===== config.mk =====
export PLATFORM = sky130hd
export DESIGN_NAME = scaled_line_rasterizer_top
export DESIGN_NICKNAME = d
export VERILOG_FILES = /design/src/hdl/slr_pkg.sv /design/src/hdl/slr_front.sv /design/src/hdl/slr_div.sv /design/src/hdl/slr_back.sv /design/src/hdl/scaled_line_rasterizer_top.sv
export SDC_FILE = /design/constraint.sdc
export NUM_CORES = 1
export LEC_CHECK = 0
export BUFFER_PORTS_ARGS = -buffer_cell sky130_fd_sc_hd__buf_2
export CAP_MARGIN = 15
export CORE_ASPECT_RATIO = 0.75
export CORE_MARGIN = 2
export CORE_UTILIZATION = 40
export DETAILED_ROUTE_END_ITERATION = 8
export GPL_TIMING_DRIVEN = 1
export PLACE_DENSITY = 0.51
export SETUP_SLACK_MARGIN = 0.02
export SYNTH_ARGS = -nofsm -noshare
export SYNTH_HDL_FRONTEND = slang
export SYNTH_HIERARCHICAL = 1
export SYNTH_SLANG_ARGS = --single-unit

===== constraint.sdc =====
create_clock -name i_clk -period 18.18 [get_ports i_clk]
set_input_delay 0.909 -clock i_clk [delete_from_list [all_inputs] [get_ports i_clk]]
set_output_delay 0.909 -clock i_clk [all_outputs]
set_load 0.005 [all_outputs]

===== src/hdl/slr_pkg.sv =====
// Shared types and constants for the scaled line rasterizer.
package slr_pkg;

    localparam int COORD_BITS = 6;
    localparam int REAL_BITS = 8;
    localparam int VIRT_BITS = 7;
    localparam int GLYPH_BITS = 8;
    localparam int CFG_IDX_BITS = 3;
    localparam int CFG_DATA_BITS = 8;
    localparam int QUEUE_DEPTH = 2;
    localparam int QUEUE_PTR_BITS = 1;
    // Dividend and divisor widths of the shared divider.
    localparam int DIV_NUM_BITS = 24;
    localparam int DIV_DEN_BITS = 16;
    localparam int DIV_CNT_BITS = 5;

    localparam logic [CFG_IDX_BITS-1:0] CFG_REAL_ROWS = 3'd0;
    localparam logic [CFG_IDX_BITS-1:0] CFG_REAL_COLS = 3'd1;
    localparam logic [CFG_IDX_BITS-1:0] CFG_VIRT_ROWS = 3'd2;
    localparam logic [CFG_IDX_BITS-1:0] CFG_VIRT_COLS = 3'd3;
    localparam logic [CFG_IDX_BITS-1:0] CFG_GLYPH = 3'd4;

    typedef struct packed {
        logic [COORD_BITS-1:0] start_x;
        logic [COORD_BITS-1:0] start_y;
        logic [COORD_BITS-1:0] end_x;
        logic [COORD_BITS-1:0] end_y;
    } t_line_in;

    typedef struct packed {
        logic [7:0] screen_row;
        logic [7:0] screen_col;
        logic [GLYPH_BITS-1:0] glyph;
        logic last_point;
    } t_point_out;

    // Classified line command handed from the front end to the stepper.
    typedef struct packed {
        logic vertical;
        logic [COORD_BITS-1:0] lo;
        logic [COORD_BITS-1:0] hi;
        logic [COORD_BITS-1:0] fixed_x;
        logic [COORD_BITS-1:0] x2;
        logic [COORD_BITS-1:0] y2;
        logic [COORD_BITS-1:0] den;
        logic num_neg;
        logic [COORD_BITS-1:0] num_mag;
    } t_line_cmd;

endpackage


===== src/hdl/slr_front.sv =====
// Front end: latches line commands, classifies them and queues them.
module slr_front (
    input  logic                i_clk,
    input  logic                i_rst_n,
    input  logic                i_push,
    output logic                o_full,
    input  slr_pkg::t_line_in   i_line,
    output logic                o_cmd_valid,
    output slr_pkg::t_line_cmd  o_cmd,
    input  logic                i_cmd_take
);

    slr_pkg::t_line_cmd n_cmd;
    slr_pkg::t_line_cmd r_q [slr_pkg::QUEUE_DEPTH];
    logic [slr_pkg::QUEUE_PTR_BITS-1:0] r_wr;
    logic [slr_pkg::QUEUE_PTR_BITS-1:0] r_rd;
    logic [slr_pkg::QUEUE_PTR_BITS:0]   r_cnt;
    logic wr_en;
    logic rd_en;

    // Classify: horizontal span over x, vertical span over y, slope sign.
    always_comb begin
        logic x_lt;
        logic y_lt;
        x_lt = i_line.start_x < i_line.end_x;
        y_lt = i_line.start_y < i_line.end_y;
        n_cmd.vertical = (i_line.start_x == i_line.end_x);
        n_cmd.fixed_x = i_line.start_x;
        n_cmd.x2 = i_line.end_x;
        n_cmd.y2 = i_line.end_y;
        if (n_cmd.vertical) begin
            n_cmd.lo = y_lt ? i_line.start_y : i_line.end_y;
            n_cmd.hi = y_lt ? i_line.end_y : i_line.start_y;
        end else begin
            n_cmd.lo = x_lt ? i_line.start_x : i_line.end_x;
            n_cmd.hi = x_lt ? i_line.end_x : i_line.start_x;
        end
        n_cmd.den = x_lt ? (i_line.end_x - i_line.start_x)
                         : (i_line.start_x - i_line.end_x);
        n_cmd.num_mag = y_lt ? (i_line.end_y - i_line.start_y)
                             : (i_line.start_y - i_line.end_y);
        // Sign of the slope (y2-y1)/(x2-x1), i.e. of its numerator once den is made positive.
        n_cmd.num_neg = (i_line.start_y != i_line.end_y)
                      && ((y_lt && !x_lt) || (!y_lt && x_lt));
    end

    assign o_full = (r_cnt == (slr_pkg::QUEUE_PTR_BITS+1)'(slr_pkg::QUEUE_DEPTH));
    assign o_cmd_valid = (r_cnt != '0);
    assign o_cmd = r_q[r_rd];
    assign wr_en = i_push && !o_full;
    assign rd_en = i_cmd_take && o_cmd_valid;

    // Queue storage.
    always_ff @(posedge i_clk) begin
        if (wr_en) begin
            r_q[r_wr] <= n_cmd;
        end
    end

    // Queue pointers.
    always_ff @(posedge i_clk) begin
        if (!i_rst_n) begin
            r_wr <= '0;
            r_rd <= '0;
            r_cnt <= '0;
        end else begin
            if (wr_en) begin
                r_wr <= r_wr + 1'b1;
            end
            if (rd_en) begin
                r_rd <= r_rd + 1'b1;
            end
            r_cnt <= r_cnt + (slr_pkg::QUEUE_PTR_BITS+1)'(wr_en)
                           - (slr_pkg::QUEUE_PTR_BITS+1)'(rd_en);
        end
    end

endmodule


===== src/hdl/slr_div.sv =====
// Restoring divider, one quotient bit per cycle.
module slr_div (
    input  logic                                i_clk,
    input  logic                                i_rst_n,
    input  logic                                i_start,
    input  logic [slr_pkg::DIV_NUM_BITS-1:0]    i_num,
    input  logic [slr_pkg::DIV_DEN_BITS-1:0]    i_den,
    output logic                                o_done,
    output logic [slr_pkg::DIV_NUM_BITS-1:0]    o_quot
);

    logic [slr_pkg::DIV_NUM_BITS-1:0] r_quot;
    logic [slr_pkg::DIV_DEN_BITS:0]   r_rem;
    logic [slr_pkg::DIV_DEN_BITS-1:0] r_den;
    logic [slr_pkg::DIV_CNT_BITS-1:0] r_cnt;
    logic r_busy;
    logic r_done;
    logic [slr_pkg::DIV_DEN_BITS:0] trial;
    logic ge;

    // Shift in next dividend bit and test against the divisor.
    assign trial = {r_rem[slr_pkg::DIV_DEN_BITS-1:0],
                    r_quot[slr_pkg::DIV_NUM_BITS-1]};
    assign ge = trial >= {1'b0, r_den};

    always_ff @(posedge i_clk) begin
        if (i_start) begin
            r_quot <= i_num;
            r_rem <= '0;
            r_den <= i_den;
        end else if (r_busy) begin
            r_quot <= {r_quot[slr_pkg::DIV_NUM_BITS-2:0], ge};
            r_rem <= ge ? (trial - {1'b0, r_den}) : trial;
        end
    end

    always_ff @(posedge i_clk) begin
        if (!i_rst_n) begin
            r_busy <= 1'b0;
            r_done <= 1'b0;
            r_cnt <= '0;
        end else begin
            r_done <= 1'b0;
            if (i_start) begin
                r_busy <= 1'b1;
                r_cnt <= slr_pkg::DIV_CNT_BITS'(slr_pkg::DIV_NUM_BITS - 1);
            end else if (r_busy) begin
                r_cnt <= r_cnt - 1'b1;
                if (r_cnt == '0) begin
                    r_busy <= 1'b0;
                    r_done <= 1'b1;
                end
            end
        end
    end

    assign o_done = r_done;
    assign o_quot = r_quot;

endmodule


===== src/hdl/slr_back.sv =====
// Back end: steps each line, interpolates each non-vertical point and scales every point.
module slr_back (
    input  logic                              i_clk,
    input  logic                              i_rst_n,
    input  logic                              i_cmd_valid,
    input  slr_pkg::t_line_cmd                i_cmd,
    output logic                              o_cmd_take,
    input  logic [slr_pkg::REAL_BITS-1:0]     i_real_rows,
    input  logic [slr_pkg::REAL_BITS-1:0]     i_real_cols,
    input  logic [slr_pkg::VIRT_BITS-1:0]     i_virt_rows,
    input  logic [slr_pkg::VIRT_BITS-1:0]     i_virt_cols,
    input  logic [slr_pkg::GLYPH_BITS-1:0]    i_glyph,
    output logic                              o_empty,
    output slr_pkg::t_point_out               o_point,
    input  logic                              i_pop
);

    typedef enum logic [6:0] {
        ST_IDLE  = 7'b0000001,
        ST_POINT = 7'b0000010,
        ST_YDIV  = 7'b0000100,
        ST_RDIV  = 7'b0001000,
        ST_CDIV  = 7'b0010000,
        ST_EMIT  = 7'b0100000,
        ST_WAIT  = 7'b1000000
    } t_state;

    localparam int NB = slr_pkg::DIV_NUM_BITS;
    localparam int DB = slr_pkg::DIV_DEN_BITS;
    localparam int CB = slr_pkg::COORD_BITS;

    t_state r_state;
    slr_pkg::t_line_cmd r_cmd;
    logic [CB-1:0] r_i;
    logic [CB-1:0] r_vx;
    logic [CB-1:0] r_vy;
    logic [7:0] r_row;
    logic [7:0] r_col;
    logic r_last;
    logic r_out_valid;
    slr_pkg::t_point_out r_out;
    logic div_start;
    logic [NB-1:0] div_num;
    logic [DB-1:0] div_den;
    logic div_done;
    logic [NB-1:0] div_quot;
    logic [CB:0] dx;
    logic [2*CB+1:0] prod;
    logic [NB-1:0] t_val;
    logic [NB-1:0] sc_num;
    logic [DB-1:0] sc_den;
    logic [7:0] sc_real;
    logic [slr_pkg::VIRT_BITS-1:0] sc_virt;
    logic [CB-1:0] sc_coord;
    logic [7:0] sat_q;
    logic r_sc_go;
    logic sc_start;

    slr_div u_div (
        .i_clk   (i_clk),
        .i_rst_n (i_rst_n),
        .i_start (div_start),
        .i_num   (div_num),
        .i_den   (div_den),
        .o_done  (div_done),
        .o_quot  (div_quot)
    );

    // Interpolation numerator 2*y2*den + 2*num*(i-x2) + den, never negative.
    always_comb begin
        logic [NB-1:0] base;
        logic [NB-1:0] term;
        dx = (r_i >= r_cmd.x2) ? {1'b0, r_i - r_cmd.x2} : {1'b0, r_cmd.x2 - r_i};
        prod = (2*CB+2)'(r_cmd.num_mag) * (2*CB+2)'(dx);
        base = NB'(2) * NB'(r_cmd.y2) * NB'(r_cmd.den) + NB'(r_cmd.den);
        term = NB'(prod) << 1;
        if ((r_i >= r_cmd.x2) != r_cmd.num_neg) begin
            t_val = base + term;
        end else begin
            t_val = base - term;
        end
    end

    // Scaling numerator for the axis in progress.
    always_comb begin
        sc_real = (r_state == ST_RDIV) ? i_real_rows : i_real_cols;
        sc_virt = (r_state == ST_RDIV) ? i_virt_rows : i_virt_cols;
        sc_coord = (r_state == ST_RDIV) ? r_vx : r_vy;
        sc_num = NB'(2) * NB'(sc_real) * NB'(sc_coord) + NB'(sc_virt);
        sc_den = DB'({sc_virt, 1'b0});
        sat_q = (div_quot > NB'(255)) ? 8'hFF : div_quot[7:0];
    end

    // Divider start: interpolation from the point state, scaling on axis entry.
    always_comb begin
        div_start = sc_start;
        div_num = sc_num;
        div_den = sc_den;
        if (r_state == ST_POINT && !r_cmd.vertical) begin
            div_start = 1'b1;
            div_num = t_val;
            div_den = DB'({r_cmd.den, 1'b0});
        end
    end

    assign o_cmd_take = (r_state == ST_IDLE) && i_cmd_valid;

    // Stepping sequencer: one point at a time through the shared divider.
    always_ff @(posedge i_clk) begin
        if (!i_rst_n) begin
            r_state <= ST_IDLE;
            r_out_valid <= 1'b0;
        end else begin
            if (r_out_valid && i_pop && (r_state != ST_EMIT)) begin
                r_out_valid <= 1'b0;
            end
            case (r_state)
                ST_IDLE: begin
                    if (i_cmd_valid) begin
                        r_cmd <= i_cmd;
                        r_i <= i_cmd.lo;
                        r_state <= ST_POINT;
                    end
                end
                ST_POINT: begin
                    r_last <= (r_i == r_cmd.hi);
                    if (r_cmd.vertical) begin
                        r_vx <= r_cmd.fixed_x;
                        r_vy <= r_i;
                        r_state <= ST_RDIV;
                    end else begin
                        r_vx <= r_i;
                        r_state <= ST_YDIV;
                    end
                end
                ST_YDIV: begin
                    if (div_done) begin
                        r_vy <= div_quot[CB-1:0];
                        r_state <= ST_RDIV;
                    end
                end
                ST_RDIV, ST_CDIV: begin
                    if (div_done) begin
                        if (r_state == ST_RDIV) begin
                            r_row <= (i_virt_rows == '0) ? 8'hFF : sat_q;
                            r_state <= ST_CDIV;
                        end else begin
                            r_col <= (i_virt_cols == '0) ? 8'hFF : sat_q;
                            r_state <= ST_EMIT;
                        end
                    end
                end
                ST_EMIT: begin
                    if (!r_out_valid || i_pop) begin
                        r_out_valid <= 1'b1;
                        r_out.screen_row <= r_row;
                        r_out.screen_col <= r_col;
                        r_out.glyph <= i_glyph;
                        r_out.last_point <= r_last;
                        r_i <= r_i + 1'b1;
                        r_state <= r_last ? ST_IDLE : ST_POINT;
                    end
                end
                ST_WAIT: begin
                    r_state <= ST_IDLE;
                end
                default: begin
                    r_state <= ST_IDLE;
                end
            endcase
        end
    end

    // Scaling divisions start on entry to each axis state.
    always_ff @(posedge i_clk) begin
        if (!i_rst_n) begin
            r_sc_go <= 1'b0;
        end else begin
            r_sc_go <= ((r_state == ST_POINT) && r_cmd.vertical)
                    || ((r_state == ST_YDIV) && div_done)
                    || ((r_state == ST_RDIV) && div_done);
        end
    end

    assign sc_start = r_sc_go && (r_state == ST_RDIV || r_state == ST_CDIV);

    assign o_empty = !r_out_valid;
    assign o_point = r_out;

endmodule


===== src/hdl/scaled_line_rasterizer_top.sv =====
// Top level of the scaled line rasterizer.
//
//  channel  | handshake          | payload
//  ---------+--------------------+------------------------------------
//  line in  | i_push / o_full    | i_line (start_x, start_y, end_x, end_y)
//  point out| o_empty / i_pop    | o_point (screen_row, screen_col, glyph, last)
//  config   | i_cfg_we           | i_cfg_idx, i_cfg_data
//
// A sloped point passes through three 24-step divisions in the shared divider
// (y interpolation, row scale, column scale) with their hand-over cycles,
// plus the point state and the emit state. A vertical line skips the
// interpolation, and each line takes its command in the idle state. A
// two-entry command queue lets new lines be taken while one is stepped.
// Reset is synchronous and active low; control and configuration registers return to their defaults.
// A stalled output holds its point and pauses the stepper.
module scaled_line_rasterizer_top (
    input  logic                                   i_clk,
    input  logic                                   i_rst_n,
    input  logic                                   i_push,
    output logic                                   o_full,
    input  slr_pkg::t_line_in                      i_line,
    output logic                                   o_empty,
    input  logic                                   i_pop,
    output slr_pkg::t_point_out                    o_point,
    input  logic                                   i_cfg_we,
    input  logic [slr_pkg::CFG_IDX_BITS-1:0]       i_cfg_idx,
    input  logic [slr_pkg::CFG_DATA_BITS-1:0]      i_cfg_data
);

    logic [slr_pkg::REAL_BITS-1:0]  r_real_rows;
    logic [slr_pkg::REAL_BITS-1:0]  r_real_cols;
    logic [slr_pkg::VIRT_BITS-1:0]  r_virt_rows;
    logic [slr_pkg::VIRT_BITS-1:0]  r_virt_cols;
    logic [slr_pkg::GLYPH_BITS-1:0] r_glyph;
    logic cmd_valid;
    logic cmd_take;
    slr_pkg::t_line_cmd cmd;

    // Configuration registers.
    always_ff @(posedge i_clk) begin
        if (!i_rst_n) begin
            r_real_rows <= 8'd24;
            r_real_cols <= 8'd80;
            r_virt_rows <= 7'd64;
            r_virt_cols <= 7'd64;
            r_glyph <= 8'd42;
        end else if (i_cfg_we) begin
            case (i_cfg_idx)
                slr_pkg::CFG_REAL_ROWS: r_real_rows <= i_cfg_data;
                slr_pkg::CFG_REAL_COLS: r_real_cols <= i_cfg_data;
                slr_pkg::CFG_VIRT_ROWS: r_virt_rows <= i_cfg_data[6:0];
                slr_pkg::CFG_VIRT_COLS: r_virt_cols <= i_cfg_data[6:0];
                slr_pkg::CFG_GLYPH:     r_glyph <= i_cfg_data;
                default: begin
                end
            endcase
        end
    end

    slr_front u_front (
        .i_clk       (i_clk),
        .i_rst_n     (i_rst_n),
        .i_push      (i_push),
        .o_full      (o_full),
        .i_line      (i_line),
        .o_cmd_valid (cmd_valid),
        .o_cmd       (cmd),
        .i_cmd_take  (cmd_take)
    );

    slr_back u_back (
        .i_clk       (i_clk),
        .i_rst_n     (i_rst_n),
        .i_cmd_valid (cmd_valid),
        .i_cmd       (cmd),
        .o_cmd_take  (cmd_take),
        .i_real_rows (r_real_rows),
        .i_real_cols (r_real_cols),
        .i_virt_rows (r_virt_rows),
        .i_virt_cols (r_virt_cols),
        .i_glyph     (r_glyph),
        .o_empty     (o_empty),
        .o_point     (o_point),
        .i_pop       (i_pop)
    );

    // A command is only taken while the queue holds one.
    a_take_valid: assert property (@(posedge i_clk) disable iff (!i_rst_n)
        cmd_take |-> cmd_valid) else $error("command taken from empty queue");

    // A waiting point holds until popped.
    a_point_hold: assert property (@(posedge i_clk) disable iff (!i_rst_n)
        (!o_empty && !i_pop) |=> (!o_empty && $stable(o_point)))
        else $error("waiting point changed");

endmodule

==> summary.txt <==
worst slew pin tran - 1.080 ns
antenna cells - 0
flop-to-flop setup slack - 9.88 ns
Initial Util - 40.26%
slowest stage cell on the critical path - fa_1
CORE AREA - 49930 sq um
Mapped Area - 20100 sq um
fin area - 22130 sq um
CTS resizes - 0
later-pin clock latency in the skew report - 0.60 ns
# DRC - 0
DRT Pass-1 Iters - 5
Die Y - 198.1 um
clock root buffer - clkbuf_16
compound-cell area share of the yosys netlist - 9.617%
XOR/XNOR Fraction of Synth Area - 3.791%
Reg-to-Reg End - u_back/u_div/o_quot[14]
nets - 2178
port bufs - 66
Die X-Extent - 262.9 um
path depth of the worst reg2reg path - 28
Setup violations, final - 0
max frequency - 0.1205 GHz
clock slew seen by the registers of the worst setup and hold paths - 0.06 ns
Distinct cells, synth - 103
setup bufs post-CTS - 0
post-synthesis cell count - 1853
Worst setup EP type - register
Max stage delay on crit path - 0.54 ns
largest net degree at the start of global routing - 66
Worst slew margin - 26.94%
critical path peak fanout - 7
worst setup path startpoint - u_back/r_i[0]
CTS tree - done
commonest non-fill, non-tap cell in the layout - edfxtp_1
Core Rows - 71
Hold Crit Class - reg2reg
placed cells - 2541
layout cell share with drive strength beyond 1 - 14.73%
Cell Count, Final, Fillers Out - 2599
Placer Congestion - 0.8522
H-tree Lvls - 1
# clock sinks - 300
ys flop type - edfxtp_1
Post-Synth Simple-Gate Area - 13.82%
most frequent cells in the layout - edfxtp_1 (226), inv_1 (187), nand2_1 (158)
Final Routed Wirelength - 48.88 mm
WP data required - 18.52 ns
Mean Syn Cell Area - 10.85 sq um
Synth Register Bits - 300
sequential-to-total area share from yosys stat - 41.13%
wire per inst - 18.81 um
CP Data Arrival Time - 8.64 ns
Hold Violations, Final - 0
EDFF count, synth - 226
CTS max path bufs - 3
Clock Skew - 0.02208 ns
grt ovf - 0
Synth Area in Adders - 16.37%
max_cap viols - 0
largest family of logic cells by synthesized area - adder cells
Routed Antenna Nets - 0
number of global-route vias before repair - 13610
first-pass GRT wire length - 77.54 mm
clock period minus worst slack - 8.302 ns
CTS buffer count - 31
Vias - 13690
Worst Setup EP - u_back/u_div/o_quot[14]
DRT iter0 DRCs - 982
post-DP HPWL - 37.21 mm
period utilization - 45.66%
antenna violations before repair - 0
IO Pins - 67
reg2reg start - u_back/r_i[0]
RSZ-0062 raised after global routing - false
CP Launch Type - register
Slew Limit Fails - 0
Post-CTS Hold Buffers - 0
YS warnings - 6
die outline area - 52080 sq um
multiplexer area fraction after synthesis - 10.06%
Syn-to-layout area delta - 10.08%
CP Class - reg2reg
GRT Total Usage - 18.90%
asr flop ratio synth - 0%
status - finished clean
setup TNS - 0 ns
vias per cell - 5.269
total placed instance area - 21060 sq um
==> how the worst min path moves through the flow <==
stage | start | to | slack (ns) | cells past startpoint
2_1_floorplan | u_back/r_col[1] | u_back/o_point[10] | 0.40 | 0
3_3_place_gp | u_back/r_col[6] | u_back/o_point[15] | 0.40 | 0
3_5_place_dp | u_back/r_col[4] | u_back/o_point[13] | 0.40 | 0
4_1_cts | u_back/r_col[4] | u_back/o_point[13] | 0.42 | 0
5_1_grt | u_back/r_col[4] | u_back/o_point[13] | 0.42 | 0
6_report | u_back/r_col[4] | u_back/o_point[13] | 0.42 | 0
==> critical path, delay by kind of cell (launching register included) <==
family | cells | cell delay, ns
XOR/XNOR | 2 | 0.53
AO/OA/AOI/OAI | 12 | 3.09
adder cells (fa/ha/maj) | 7 | 2.76
buffers and inverters | 3 | 0.22
flip-flops | 1 | 0.49
multiplexers | 1 | 0.26
AND/OR/NAND/NOR | 3 | 0.72
==> layout make-up <==
cell class	count	area [sq um]
sequential	300	8269
inverter	187	701.9
clock inverter	19	246.5
timing repair buffer	78	420.4
fill	4731	27800
clock buffer	39	825.8
multi-input combinational	1319	10840
tap	657	822.0
==> cell families after synthesis <==
family          Yosys count
buf+inv                 242
fa+ha+maj               221
other cells               1
simple gates            534
compound gates          278
flops                   300
mux                     190
xor+xnor                 87
==> routing by layer <==
metal  track usage (%)  vias to the layer above  share of wire, %
met5                 0                        -                 0
met4             3.026                        0               1.4
met3             2.574                       42               4.5
met2             27.77                      250                41
met1             29.73                     6742                53
li1                  -                     6660                 -
==> cell usage after synthesis, types with 10 or more instances <==
cell type | number | area share [%]
nand2b_1 | 15 | 0.47
a21o_1 | 26 | 0.97
edfxtp_1 | 226 | 34
inv_1 | 187 | 3.5
mux2_2 | 96 | 5.4
buf_6 | 11 | 0.62
nor4_1 | 14 | 0.44
mux2i_1 | 94 | 4.7
xor2_1 | 36 | 1.6
xnor2_1 | 51 | 2.2
ha_1 | 151 | 9.4
dfxtp_1 | 74 | 7.4
clkbuf_1 | 21 | 0.39
and2_1 | 63 | 2.0
nor2_1 | 100 | 1.9
a21oi_1 | 70 | 1.7
o21ai_1 | 11 | 0.27
nand2_1 | 159 | 3.0
nor3_1 | 28 | 0.70
nand3_1 | 30 | 0.75
a211oi_1 | 10 | 0.37
fa_1 | 70 | 7.0
o21ai_0 | 54 | 1.3
nor2b_1 | 32 | 1.0
or2_2 | 23 | 0.72
==> metrics by stage <==
step / hold slack [ns] / setup WS, ns / util, %
4_1_cts: 0.4195 / 9.915 / 44.32
2_1_floorplan: 0.4003 / 10.79 / -
3_3_place_gp: 0.4038 / 10.06 / 42.17
5_1_grt: 0.4195 / 9.249 / 44.32
6_report: 0.4152 / 9.878 / 44.32
3_5_place_dp: 0.4045 / 9.963 / 42.17
==> registers in the layout, summed over array words and instances, names as in the netlist, 7 cells and up, named ones only <==
register / cells
r_glyph: 8
u_back/r_cmd: 38
u_back/o_point: 25
u_back/u_div/r_rem: 16
r_virt_rows: 7
r_virt_cols: 7
u_back/u_div/r_den: 16
u_back/u_div/o_quot: 24
r_real_rows: 8
u_back/r_col: 8
u_back/r_row: 8
u_front/r_q: 88
r_real_cols: 8
Power is not shown: default switching activity piles up to over one toggle a cycle in this logic, so the estimate is an artifact.
